**config.mk**
```make
export PLATFORM = sky130hd
export DESIGN_NAME = svg_path_subset_interpreter
export DESIGN_NICKNAME = d
export VERILOG_FILES = /design/src/rtl/svgpi_pkg.sv /design/src/rtl/svgpi_front.sv /design/src/rtl/svgpi_queue.sv /design/src/rtl/svgpi_back.sv /design/src/rtl/svg_path_subset_interpreter.sv
export SDC_FILE = /design/constraint.sdc
export NUM_CORES = 1
export LEC_CHECK = 0
export BUFFER_PORTS_ARGS = -buffer_cell sky130_fd_sc_hd__buf_2
export CAP_MARGIN = 0
export CORE_ASPECT_RATIO = 1.1
export CORE_MARGIN = 2
export CORE_UTILIZATION = 40
export DETAILED_ROUTE_END_ITERATION = 8
export PLACE_DENSITY_LB_ADDON = 0.3
export SLEW_MARGIN = 20
export SYNTH_ARGS = -nofsm -noshare
export SYNTH_HDL_FRONTEND = slang
export SYNTH_SLANG_ARGS = --single-unit
```
**constraint.sdc**
```tcl
create_clock -name clk -period 8.7 [get_ports clk]
set_clock_uncertainty 0.1 [all_clocks]
set_input_delay 1.74 -clock clk [delete_from_list [all_inputs] [get_ports clk]]
set_output_delay 1.74 -clock clk [all_outputs]
set_load 0.02 [all_outputs]
```
**src/rtl/svgpi_pkg.sv**
```systemverilog
`timescale 1ns / 1ps

package svgpi_pkg;

	// Token kinds on the input side.
	localparam logic [1:0] TK_NUMBER  = 2'd0;
	localparam logic [1:0] TK_COMMAND = 2'd1;
	localparam logic [1:0] TK_END     = 2'd2;

	// Segment kinds on the output side.
	localparam logic [1:0] SEG_MOVE  = 2'd0;
	localparam logic [1:0] SEG_LINE  = 2'd1;
	localparam logic [1:0] SEG_CLOSE = 2'd2;

	// Command letters (ASCII).
	localparam logic [7:0] LTR_M_UP = 8'h4D;
	localparam logic [7:0] LTR_M_LO = 8'h6D;
	localparam logic [7:0] LTR_L_UP = 8'h4C;
	localparam logic [7:0] LTR_L_LO = 8'h6C;
	localparam logic [7:0] LTR_H_UP = 8'h48;
	localparam logic [7:0] LTR_H_LO = 8'h68;
	localparam logic [7:0] LTR_V_UP = 8'h56;
	localparam logic [7:0] LTR_V_LO = 8'h76;
	localparam logic [7:0] LTR_Z_UP = 8'h5A;
	localparam logic [7:0] LTR_Z_LO = 8'h7A;
	localparam logic [7:0] LTR_NONE = 8'h00;

	// Operations passed from the classifier to the executor.
	typedef enum logic [3:0] {
		OP_MOVE_ABS,
		OP_MOVE_REL,
		OP_LINE_ABS,
		OP_LINE_REL,
		OP_H_ABS,
		OP_H_REL,
		OP_V_ABS,
		OP_V_REL,
		OP_CLOSE,
		OP_CLEAR
	} op_kind_t;

	localparam int OP_KIND_W = $bits(op_kind_t);

	// Control handed from the classifier to the queue.
	typedef struct packed {
		logic     push;
		op_kind_t kind;
	} front_ctl_t;

endpackage

```
**src/rtl/svgpi_front.sv**
```systemverilog
`timescale 1ns / 1ps

module svgpi_front #(
	parameter int COORD_WIDTH = 32
) (
	input  logic                          clk,
	input  logic                          arst_n,
	input  logic                          accept,
	input  logic [1:0]                    token_kind,
	input  logic [7:0]                    command_letter,
	input  logic [31:0]                   number_value,
	output svgpi_pkg::front_ctl_t         ctl,
	output logic [COORD_WIDTH-1:0]        op_a,
	output logic [COORD_WIDTH-1:0]        op_b
);
	import svgpi_pkg::*;

	localparam int CW = COORD_WIDTH;
	localparam int WW = (CW > 32) ? CW : 32;
	localparam logic signed [WW-1:0] CMAX = (WW'(1) << (CW - 1)) - WW'(1);
	localparam logic signed [WW-1:0] CMIN = ~CMAX;

	logic [7:0]          active_q, active_d;
	logic                hold_q, hold_d;
	logic [CW-1:0]       held_q, held_d;
	logic signed [WW-1:0] num_w;
	logic signed [WW-1:0] num_sat;
	logic [CW-1:0]       num_c;

	// Bring the incoming number into the coordinate range.
	always_comb begin
		num_w = WW'($signed(number_value));
		if (num_w > CMAX) begin
			num_sat = CMAX;
		end else if (num_w < CMIN) begin
			num_sat = CMIN;
		end else begin
			num_sat = num_w;
		end
		num_c = num_sat[CW-1:0];
	end

	// Classify the token and track the command and pair state.
	always_comb begin
		active_d  = active_q;
		hold_d    = hold_q;
		held_d    = held_q;
		ctl.push  = 1'b0;
		ctl.kind  = OP_CLEAR;
		op_a      = num_c;
		op_b      = '0;
		if (accept) begin
			case (token_kind)
				TK_END: begin
					active_d = LTR_NONE;
					hold_d   = 1'b0;
					held_d   = '0;
					ctl.push = 1'b1;
					ctl.kind = OP_CLEAR;
				end
				TK_COMMAND: begin
					if (hold_q) begin
						// A letter after a lone x drops both.
						hold_d = 1'b0;
						held_d = '0;
					end else begin
						active_d = command_letter;
						if (command_letter == LTR_Z_UP || command_letter == LTR_Z_LO) begin
							ctl.push = 1'b1;
							ctl.kind = OP_CLOSE;
						end
					end
				end
				TK_NUMBER: begin
					case (active_q) inside
						LTR_M_UP, LTR_M_LO, LTR_L_UP, LTR_L_LO: begin
							if (!hold_q) begin
								held_d = num_c;
								hold_d = 1'b1;
							end else begin
								hold_d   = 1'b0;
								held_d   = '0;
								op_a     = held_q;
								op_b     = num_c;
								ctl.push = 1'b1;
								case (active_q)
									LTR_M_UP: begin
										ctl.kind = OP_MOVE_ABS;
										active_d = LTR_L_UP;
									end
									LTR_M_LO: begin
										ctl.kind = OP_MOVE_REL;
										active_d = LTR_L_LO;
									end
									LTR_L_UP: ctl.kind = OP_LINE_ABS;
									default:  ctl.kind = OP_LINE_REL;
								endcase
							end
						end
						LTR_H_UP: begin
							ctl.push = 1'b1;
							ctl.kind = OP_H_ABS;
						end
						LTR_H_LO: begin
							ctl.push = 1'b1;
							ctl.kind = OP_H_REL;
						end
						LTR_V_UP: begin
							ctl.push = 1'b1;
							ctl.kind = OP_V_ABS;
						end
						LTR_V_LO: begin
							ctl.push = 1'b1;
							ctl.kind = OP_V_REL;
						end
						default: begin
						end
					endcase
				end
				default: begin
				end
			endcase
		end
	end

	// Classifier state.
	always_ff @(posedge clk or negedge arst_n) begin
		if (!arst_n) begin
			active_q <= LTR_NONE;
			hold_q   <= 1'b0;
			held_q   <= '0;
		end else begin
			active_q <= active_d;
			hold_q   <= hold_d;
			held_q   <= held_d;
		end
	end

endmodule

```
**src/rtl/svgpi_queue.sv**
```systemverilog
`timescale 1ns / 1ps

module svgpi_queue #(
	parameter int WIDTH = 8,
	parameter int DEPTH = 4
) (
	input  logic             clk,
	input  logic             arst_n,
	input  logic             push,
	input  logic [WIDTH-1:0] push_data,
	input  logic             pop,
	output logic [WIDTH-1:0] pop_data,
	output logic             not_empty,
	output logic             full
);

	localparam int PW = (DEPTH > 1) ? $clog2(DEPTH) : 1;
	localparam int CNTW = $clog2(DEPTH + 1);

	logic [WIDTH-1:0] mem [DEPTH];
	logic [PW-1:0]    wr_ptr_q;
	logic [PW-1:0]    rd_ptr_q;
	logic [CNTW-1:0]  count_q;

	assign not_empty = (count_q != '0);
	assign full      = (count_q == CNTW'(DEPTH));
	assign pop_data  = mem[rd_ptr_q];

	// Storage.
	always_ff @(posedge clk) begin
		if (push) begin
			mem[wr_ptr_q] <= push_data;
		end
	end

	// Pointers and fill count.
	always_ff @(posedge clk or negedge arst_n) begin
		if (!arst_n) begin
			wr_ptr_q <= '0;
			rd_ptr_q <= '0;
			count_q  <= '0;
		end else begin
			if (push) begin
				wr_ptr_q <= (wr_ptr_q == PW'(DEPTH - 1)) ? '0 : wr_ptr_q + PW'(1);
			end
			if (pop) begin
				rd_ptr_q <= (rd_ptr_q == PW'(DEPTH - 1)) ? '0 : rd_ptr_q + PW'(1);
			end
			if (push && !pop) begin
				count_q <= count_q + CNTW'(1);
			end else if (pop && !push) begin
				count_q <= count_q - CNTW'(1);
			end
		end
	end

	a_no_overfill: assert property (@(posedge clk) disable iff (!arst_n)
		push |-> (!full || pop))
		else $error("queue written while full");

	a_no_underrun: assert property (@(posedge clk) disable iff (!arst_n)
		pop |-> not_empty)
		else $error("queue read while empty");

endmodule

```
**src/rtl/svgpi_back.sv**
```systemverilog
`timescale 1ns / 1ps

module svgpi_back #(
	parameter int COORD_WIDTH = 32
) (
	input  logic                   clk,
	input  logic                   arst_n,
	input  logic                   op_valid,
	input  svgpi_pkg::op_kind_t    op_kind,
	input  logic [COORD_WIDTH-1:0] op_a,
	input  logic [COORD_WIDTH-1:0] op_b,
	output logic                   op_pop,
	output logic                   out_valid,
	input  logic                   out_ready,
	output logic [1:0]             out_kind,
	output logic [31:0]            out_x,
	output logic [31:0]            out_y
);
	import svgpi_pkg::*;

	localparam int CW = COORD_WIDTH;
	localparam int WW = (CW > 32) ? CW : 32;
	localparam logic signed [WW-1:0] O_MAX = (WW'(1) << 31) - WW'(1);
	localparam logic signed [WW-1:0] O_MIN = ~O_MAX;

	logic [CW-1:0] cur_x_q, cur_y_q, start_x_q, start_y_q;
	logic [CW-1:0] nx, ny, sum_x, sum_y;
	logic          set_start, emit;
	logic [1:0]    seg;
	logic          out_valid_q;
	logic [1:0]    out_kind_q;
	logic [31:0]   out_x_q, out_y_q;

	// Saturating add at the coordinate width.
	function automatic logic [CW-1:0] sat_add(input logic [CW-1:0] a, input logic [CW-1:0] b);
		logic [CW:0] s;
		s = {a[CW-1], a} + {b[CW-1], b};
		if (s[CW] != s[CW-1]) begin
			return s[CW] ? {1'b1, {(CW - 1){1'b0}}} : {1'b0, {(CW - 1){1'b1}}};
		end
		return s[CW-1:0];
	endfunction

	// Clamp a coordinate to the 32-bit output range.
	function automatic logic [31:0] to_out(input logic [CW-1:0] v);
		logic signed [WW-1:0] w;
		w = WW'($signed(v));
		if (w > O_MAX) begin
			w = O_MAX;
		end else if (w < O_MIN) begin
			w = O_MIN;
		end
		return w[31:0];
	endfunction

	assign sum_x = sat_add(cur_x_q, op_a);
	assign sum_y = sat_add(cur_y_q, (op_kind == OP_V_REL) ? op_a : op_b);

	// Take the next operation when the output register is free or draining.
	assign op_pop = op_valid && (!out_valid_q || out_ready);

	// Next current point for the operation at the queue head.
	always_comb begin
		nx        = cur_x_q;
		ny        = cur_y_q;
		set_start = 1'b0;
		emit      = 1'b1;
		seg       = SEG_LINE;
		case (op_kind)
			OP_MOVE_ABS: begin
				nx        = op_a;
				ny        = op_b;
				set_start = 1'b1;
				seg       = SEG_MOVE;
			end
			OP_MOVE_REL: begin
				nx        = sum_x;
				ny        = sum_y;
				set_start = 1'b1;
				seg       = SEG_MOVE;
			end
			OP_LINE_ABS: begin
				nx = op_a;
				ny = op_b;
			end
			OP_LINE_REL: begin
				nx = sum_x;
				ny = sum_y;
			end
			OP_H_ABS: nx = op_a;
			OP_H_REL: nx = sum_x;
			OP_V_ABS: ny = op_a;
			OP_V_REL: ny = sum_y;
			OP_CLOSE: begin
				nx  = start_x_q;
				ny  = start_y_q;
				seg = SEG_CLOSE;
			end
			default: begin
				nx   = '0;
				ny   = '0;
				emit = 1'b0;
			end
		endcase
	end

	// Pen state.
	always_ff @(posedge clk or negedge arst_n) begin
		if (!arst_n) begin
			cur_x_q   <= '0;
			cur_y_q   <= '0;
			start_x_q <= '0;
			start_y_q <= '0;
		end else if (op_pop) begin
			cur_x_q <= nx;
			cur_y_q <= ny;
			if (set_start) begin
				start_x_q <= nx;
				start_y_q <= ny;
			end else if (op_kind == OP_CLEAR) begin
				start_x_q <= '0;
				start_y_q <= '0;
			end
		end
	end

	// Output register.
	always_ff @(posedge clk or negedge arst_n) begin
		if (!arst_n) begin
			out_valid_q <= 1'b0;
		end else if (op_pop && emit) begin
			out_valid_q <= 1'b1;
		end else if (out_ready) begin
			out_valid_q <= 1'b0;
		end
	end

	always_ff @(posedge clk) begin
		if (op_pop && emit) begin
			out_kind_q <= seg;
			out_x_q    <= to_out(nx);
			out_y_q    <= to_out(ny);
		end
	end

	assign out_valid = out_valid_q;
	assign out_kind  = out_kind_q;
	assign out_x     = out_x_q;
	assign out_y     = out_y_q;

	a_clear_zeroes: assert property (@(posedge clk) disable iff (!arst_n)
		(op_pop && op_kind == OP_CLEAR) |=> (cur_x_q == '0 && start_y_q == '0))
		else $error("end of path did not clear the pen state");

	a_close_returns: assert property (@(posedge clk) disable iff (!arst_n)
		(op_pop && op_kind == OP_CLOSE) |=> (cur_x_q == start_x_q && cur_y_q == start_y_q))
		else $error("close did not return to the subpath start");

	a_no_pop_stalled: assert property (@(posedge clk) disable iff (!arst_n)
		(out_valid_q && !out_ready) |-> !op_pop)
		else $error("operation taken while the output word is stalled");

endmodule

```
**src/rtl/svg_path_subset_interpreter.sv**
```systemverilog
`timescale 1ns / 1ps

// Channel | Dir | tdata (low bit up)                       | tuser
// s_*     | in  | command_letter[7:0], number_value[39:8]  | token_kind[1:0]
// m_*     | out | point_x[31:0], point_y[63:32]            | segment_kind[1:0]
//
// One token is taken per cycle while the queue is not full; a segment word leaves through
// the classifier, a four-entry queue and then the executor's output register.
// The executor holds a single saturating adder pair for its relative operations.
// arst_n clears the pen state, the command state and the queue; no clearing pass is needed.
// A stall on m_tready fills the queue; s_tready drops only when the queue is full.

module svg_path_subset_interpreter #(
	parameter int COORD_WIDTH = 32
) (
	input  logic        clk,
	input  logic        arst_n,
	input  logic        s_tvalid,
	output logic        s_tready,
	input  logic [39:0] s_tdata,   // command_letter[7:0], number_value[39:8]
	input  logic [1:0]  s_tuser,   // token_kind[1:0]
	output logic        m_tvalid,
	input  logic        m_tready,
	output logic [63:0] m_tdata,   // point_x[31:0], point_y[63:32]
	output logic [1:0]  m_tuser    // segment_kind[1:0]
);
	import svgpi_pkg::*;

	localparam int QW = OP_KIND_W + 2 * COORD_WIDTH;
	localparam int QDEPTH = 4;

	front_ctl_t             ctl;
	logic [COORD_WIDTH-1:0] f_a, f_b;
	logic [QW-1:0]          q_head;
	logic                   q_valid, q_full, q_pop;
	op_kind_t               b_kind;
	logic [COORD_WIDTH-1:0] b_a, b_b;
	logic                   accept;
	logic [31:0]            px, py;

	assign s_tready = !q_full;
	assign accept   = s_tvalid && s_tready;

	svgpi_front #(
		.COORD_WIDTH(COORD_WIDTH)
	) u_front (
		.clk           (clk),
		.arst_n        (arst_n),
		.accept        (accept),
		.token_kind    (s_tuser),
		.command_letter(s_tdata[7:0]),
		.number_value  (s_tdata[39:8]),
		.ctl           (ctl),
		.op_a          (f_a),
		.op_b          (f_b)
	);

	svgpi_queue #(
		.WIDTH(QW),
		.DEPTH(QDEPTH)
	) u_queue (
		.clk      (clk),
		.arst_n   (arst_n),
		.push     (ctl.push),
		.push_data({f_b, f_a, ctl.kind}),
		.pop      (q_pop),
		.pop_data (q_head),
		.not_empty(q_valid),
		.full     (q_full)
	);

	assign b_kind = op_kind_t'(q_head[OP_KIND_W-1:0]);
	assign b_a    = q_head[OP_KIND_W +: COORD_WIDTH];
	assign b_b    = q_head[OP_KIND_W + COORD_WIDTH +: COORD_WIDTH];

	svgpi_back #(
		.COORD_WIDTH(COORD_WIDTH)
	) u_back (
		.clk      (clk),
		.arst_n   (arst_n),
		.op_valid (q_valid),
		.op_kind  (b_kind),
		.op_a     (b_a),
		.op_b     (b_b),
		.op_pop   (q_pop),
		.out_valid(m_tvalid),
		.out_ready(m_tready),
		.out_kind (m_tuser),
		.out_x    (px),
		.out_y    (py)
	);

	assign m_tdata = {py, px};

endmodule
```
* Yosys cells after proc, flatten, opt, wreduce, memory -nomap -nowiden
Memory sizes are Yosys's and may differ from the RTL's.
Index checks and enable logic that the tools add are counted.
** Word-level totals
- Register bits after elaboration :: 243
- Memory bits (writable) :: 272
- Input port bits :: 46
- Output and inout port bits :: 68
- Logic and storage cells :: 151
- Memories :: 1
** Memories
- u_queue.mem :: depth 4, width 68, rd ports 1, clocked after Yosys merged registers in 0, write ports 1, line svgpi_queue.sv:20 : logic [WIDTH-1:0] mem [DEPTH];
** Cells by class
- $add $sub $neg :: 6
- Order comparisons :: 6
- Equality and inequality tests :: 31
- Mux-type cells :: 60
- Reduce and logical (&&, ||, !) cells :: 33
** Operators by type and width (count)
- two-way mux 32 bit :: 25
- one-hot mux 32 bit (5 select lines) :: 1
- one-hot mux 32 bit (4 select lines) :: 1
- > comparator 32 bit, second input constant :: 3
- less-than comparator 32 bit, second input constant :: 3
- one-hot mux 32 bit (3 select lines) :: 1
- == test 8 x 7 -> 1 bit, second input constant :: 10
- adder 32 x 32 -> 33 bit :: 2
- two-way mux 5 bit :: 9
- two-way mux 8 bit :: 3
- one-hot mux 8 bit (3 select lines) :: 1
- == test 4 x 3 -> 1 bit, second input constant :: 4
- one-hot mux 8 bit (2 select lines) :: 1
- one-hot mux 5 bit (3 select lines) :: 1
- two-way mux 1 bit :: 10
- OR reduction 2 bit :: 5
- OR reduction 3 bit :: 3
- OR reduction 9 bit :: 1
- == test 4 x 2 -> 1 bit, second input constant :: 2
- == test 4 bit, second input constant :: 2
- nonzero test 2 bit :: 4
- == test 2 bit, second input constant :: 3
- two-way mux 3 bit :: 2
- != test 2 x 1 -> 1 bit, second input constant :: 3
- other kinds (24) :: 36

* Logic depth before layout (Yosys ltp)
- Depth after elaboration :: 12
- Mapped depth :: 19
- Depth with buffers taken out :: 16

* Cells and area by module
A second synthesis with hierarchy kept.
** Unflattened totals
- Cells, all modules :: 1941
- Area total of the unflattened synthesis :: 25560.8 sq um
** Modules (own cells, without submodules)
- svgpi_back :: instances 1, cells an instance 1319, area an instance 12624.6 sq um, seq. area each 5210.0 sq um
- svgpi_queue :: instances 1, cells an instance 393, area an instance 10306.1 sq um, seq. area each 8343.0 sq um
- svgpi_front :: instances 1, cells an instance 227, area an instance 2620.0 sq um, seq. area each 1026.0 sq um
- svg_path_subset_interpreter :: instances 1, cells an instance 2, area an instance 10.0 sq um, seq. area each 0.0 sq um

* Least setup slack after synthesis
OpenSTA, ideal clock, no wires.
- Path kind :: input to register
- From :: in s_tuser[0]
- To :: mem u_queue.mem[0][0] in the netlist's numbering (enable)
- Setup time :: 0.433 ns
- Data arrival time :: 4.397 ns
- Data required time :: 8.167 ns
- Slack :: 3.770 ns
- Cell stages on the path :: 6
- Path buffers :: 1
- Cells stage by stage :: clkbuf_1 > nor2b_1 > nand4_1 > o22a_1 > nor2_1 > and2_1
** RTL lines
- start: declaration :: line svg_path_subset_interpreter.sv:21 : input logic [1:0] s_tuser,
- end: declaration :: line svgpi_queue.sv:20

* Worst setup path after layout
- From :: reg u_queue.rd_ptr_q[0]
- To :: reg u_back.start_y_q[11]
** On the way
- Cells in the longest elaborated chain, start to end :: 9
- Elaborated cells between the ends (all ways) :: 27
- Those cells by class :: add/sub: 1; eq/ne: 10; mux: 8; reduce/logical: 7; memory: 1
** Ends and longest elaborated chain
- start: declaration :: line svgpi_queue.sv:22 : logic [PW-1:0] rd_ptr_q;
- start signal: assignment :: line svgpi_queue.sv:47 : rd_ptr_q <= (rd_ptr_q == PW'(DEPTH - 1)) ? '0 : rd_ptr_q + PW'(1);
- memory read (4 x 68 bit) (*)
- == test 4 x 3 -> 1 bit :: line svgpi_back.sv:57, svgpi_back.sv:69
- two-way mux 32 bit :: line svgpi_back.sv:57 : assign sum_y = sat_add(cur_y_q, (op_kind == OP_V_REL) ? op_a : op_b);
- adder 32 x 32 -> 33 bit :: line svgpi_back.sv:37 : s = {a[CW-1], a} + {b[CW-1], b};
- two-way mux 32 bit or != test 1 bit (tied branches) :: line svgpi_back.sv:39, svgpi_back.sv:38
- two-way mux 32 bit or two-way mux 1 bit (tied branches) :: line svgpi_back.sv:38 : if (s[CW] != s[CW-1]) begin
- two-way mux 32 bit :: line svgpi_back.sv:41 : return s[CW-1:0];
- one-hot mux 32 bit (5 select lines) :: line svgpi_back.sv:69 : case (op_kind)
- two-way mux 32 bit :: line svgpi_back.sv:117 : if (set_start) begin
- end signal: assignment :: line svgpi_back.sv:119 : start_y_q <= ny;
- end: declaration :: line svgpi_back.sv:26 : logic [CW-1:0] cur_x_q, cur_y_q, start_x_q, start_y_q;
Every way passes the cells marked *; elsewhere a longest branch is shown, timed or not. The select of a mux whose other input is x is not followed.
A chain may end at the register's enable or synchronous reset.

==> flow_summary.yaml <==
synthesis:
  synth_fp_nets: 2214
  synth.cell_area_sq_um: 25300
  netlist.area_leader.share: 0.401
  synthTopCellsByArea: "edfxtp_1, dfrtp_1, mux4_2"
  ys_seq_elements: 515
  synth_edf_count: 338
  yosys_warnings: 0
  synthFlopType: "edfxtp_1"
  yosysSeqAreaShare: 0.577
  async_reset_ff_frac: 0.344
  syn_inst: 2091
  synthDominantAreaCellType: "edfxtp_1"
  synth.distinct_cells: 71
  syn_avg_cell_area_sq_um: 12.1
global_route:
  grt_antenna_before_repair: 2
  grt_max_degree: 70
  grt_use_total: 0.209
  grt_first_pass_wirelength_um: 105000
  grt_pass1_vias: 18189
  gr-total-overflow: 0
cts:
  cts_resized: 0
  cts_tree: "built"
  cts.htree.levels: 2
  clock_sinks: 515
  cts_buffers: 54
  hold_buffers: 0
  post_cts_buffers: 0
  ctsLongestPathBuffers: 3
  cts-root-buf: "clkbuf_16"
  cts.clk_slew.worst_paths_ns: 0.06
  clk_latency_ns: 0.63
detailed_routing:
  ant_nets: 0
  wl_um: 68500
  top_layer: "met5"
  dr.pass1.iters: 9
  met2_length_um: 32800
  wire_per_inst_um: 22.5
  wl_met3_um: 4160
  via_per_inst: 5.84
  drc: 6
  wl_met1_um: 29500
  drtIter0Drc: 1784
  routed-via-count: 17765
worst_setup_path:
  cp_cell_sequence: "mux4_2, nor2b_1, nand3_1, mux2_2, ha_1, inv_1, fa_1, nand2b_1, a21oi_1, o21ai_0, buf_4, a21oi_1, a21oi_1, and2_1, a311oi_4, buf_4, a21oi_1, o21ai_0"
  worstPathRequired_ns: 9.14
  startpoint_type: "flip-flop"
  worst_path_max_delay_cell: "dfrtp_4"
  critPathTopFamily: "compound AO/OA/AOI/OAI gates"
  arrival_ns: 7.24
  crit_path_frequent_cell: "a21oi_1"
  critPathKind: "reg -> reg"
  path_buf_inv: 3
  slowest_delay_ns: 0.94
  crit_fanout: 40
  crit_path_end_kind: "flip-flop"
placement:
  io_buffers: 113
  place_congestion: 0.946
  dpl.hpwl_um: 43400
die:
  num_rows: 96
  core_area_sq_um: 62500
  dieArea_sq_um: 65200
  die_w_um: 244
  io_pins: 114
  die_h_um: 268
  start_util: 0.405
sta:
  rsz0062_at_grt: "false"
  worst_pin_slew_ns: 1.07
  clock.fmax_ghz: 0.147
  setup_viol: 0
  relSlewSlack: 0.282
  setup_tns_ns: 0
  report.final.slew_viol_count: 0
  period_needed_ns: 6.79
  hold_viol_final: 0
  finalCritPeriodShare: 0.781
finish:
  utilization: 0.458
  antenna_cells: 0
  area_growth_syn_to_layout_pct: 13.0
  fill_cells: 5686
  mostFrequentLayoutCell: "edfxtp_1"
  final_cell_mix: "edfxtp_1, nand2_1, o21ai_0"
  drive_above_1_share: 0.184
  fin_nets: 2285
min_path:
  holdCritPathClass: "reg -> reg"
power_and_ir_drop:
  ir_drop_uv: 206
  leakage_nw: 11.3
  power.density_nw_per_um2: 383
run:
  cap_violations: 0
status:
  outcome: "finished, violations left"
  violations: "DRC"
-- cell usage after synthesis, types with 4 or more instances --
| cell type | instances |
|---|---|
| edfxtp_1 | 338 |
| nand2_1 | 302 |
| dfrtp_1 | 177 |
| o21ai_0 | 177 |
| a21oi_1 | 114 |
| clkbuf_1 | 97 |
| nor2_1 | 93 |
| ha_1 | 74 |
| mux2_2 | 71 |
| mux4_2 | 68 |
| a22oi_1 | 67 |
| o221ai_1 | 60 |
| inv_1 | 51 |
| nand3_1 | 44 |
| and2_1 | 43 |
| a222oi_1 | 31 |
| xor2_1 | 28 |
| xnor2_1 | 27 |
| a21o_1 | 24 |
| buf_2 | 17 |
| o211ai_1 | 17 |
| nor3_1 | 15 |
| nand2b_1 | 12 |
| o31ai_1 | 12 |
| a211oi_1 | 9 |
| nand4_1 | 9 |
| o21a_1 | 9 |
| nor2b_1 | 8 |
| and3_1 | 7 |
| buf_1 | 7 |
| a31oi_1 | 6 |
| o21bai_1 | 6 |
| or2_2 | 6 |
| and4_1 | 4 |
-- stage by stage --
step	hold WS (ns)	instance area, sq um	power (mW)	std cells	setup WS (ns)
final	0.375	28600	11.0	3041	1.91
after global routing	0.386	28600	11.6	3041	1.43
after CTS	0.379	28600	11.0	3041	1.86
after detailed placement	0.365	26700	8.58	2939	1.89
after global placement	0.356	26700	8.46	2939	1.99
after floorplan	0.344	25300	7.02	2091	3.77
-- area by class of cell --
class / count / area, sq um / share of cell area
inverter: 52 / 195 / 0.00683
clock inverter: 35 / 363 / 0.0127
multi-input combinational: 1400 / 10100 / 0.355
timing repair buffer: 139 / 767 / 0.0268
tap: 833 / 1040 / 0.0365
sequential: 515 / 14600 / 0.510
clock buffer: 67 / 1490 / 0.0522
-- logic make-up after synthesis --
group / synth area share
simple gates: 0.0989
mux: 0.0926
compound gates: 0.146
buf+inv: 0.0274
fa+ha+maj: 0.0390
xor+xnor: 0.0191
flops: 0.577
-- tightest hold or removal path, cell delays in order (launching register included) --
cell and delay, ns:
dfrtp_1 0.34, nand2_1 0.05, o21ai_0 0.06
-- power breakdown --
group | internal, mW | switching, mW | total, mW
clock network | 1.38 | 1.02 | 2.40
logic | 1.71 | 3.28 | 4.99
registers | 3.25 | 0.320 | 3.57
total | 6.33 | 4.62 | 11.0
-- state kept, by name, indices dropped and copies added (netlist names) --
name,flops
u_back.cur_x_q,32
u_back.cur_y_q,32
u_back.out_kind,2
u_back.out_valid,1
u_back.out_x,32
u_back.out_y,32
u_back.start_x_q,32
u_back.start_y_q,32
u_front.active_q,8
u_front.held_q,32
u_front.hold_q,1
u_queue.count_q,3
u_queue.mem,272
u_queue.rd_ptr_q,2
u_queue.wr_ptr_q,2
-- final timing paths --
check                                    startpoint                   end  slack [ns]  cells past startpoint
worst max-delay path            u_queue.rd_ptr_q[0]  u_back.start_y_q[11]        1.91                     18
worst max register to register  u_queue.rd_ptr_q[0]  u_back.start_y_q[11]        1.91                     18
worst min-delay path              u_front.held_q[0]     u_front.held_q[0]        0.38                      2
min in group asynchronous                    arst_n   u_front.active_q[3]        1.02                      1
max in group asynchronous                    arst_n  u_back.start_x_q[24]        5.98                      2
worst min register to register    u_front.held_q[0]     u_front.held_q[0]        0.38                      2
-- layer usage --
layer  GRT usage  up-vias
met5           0        -
met4      0.0738        4
met3      0.0366      138
met2       0.347      613
met1       0.276     8922
li1            -     8088
Power figures use the tool's default switching activity.
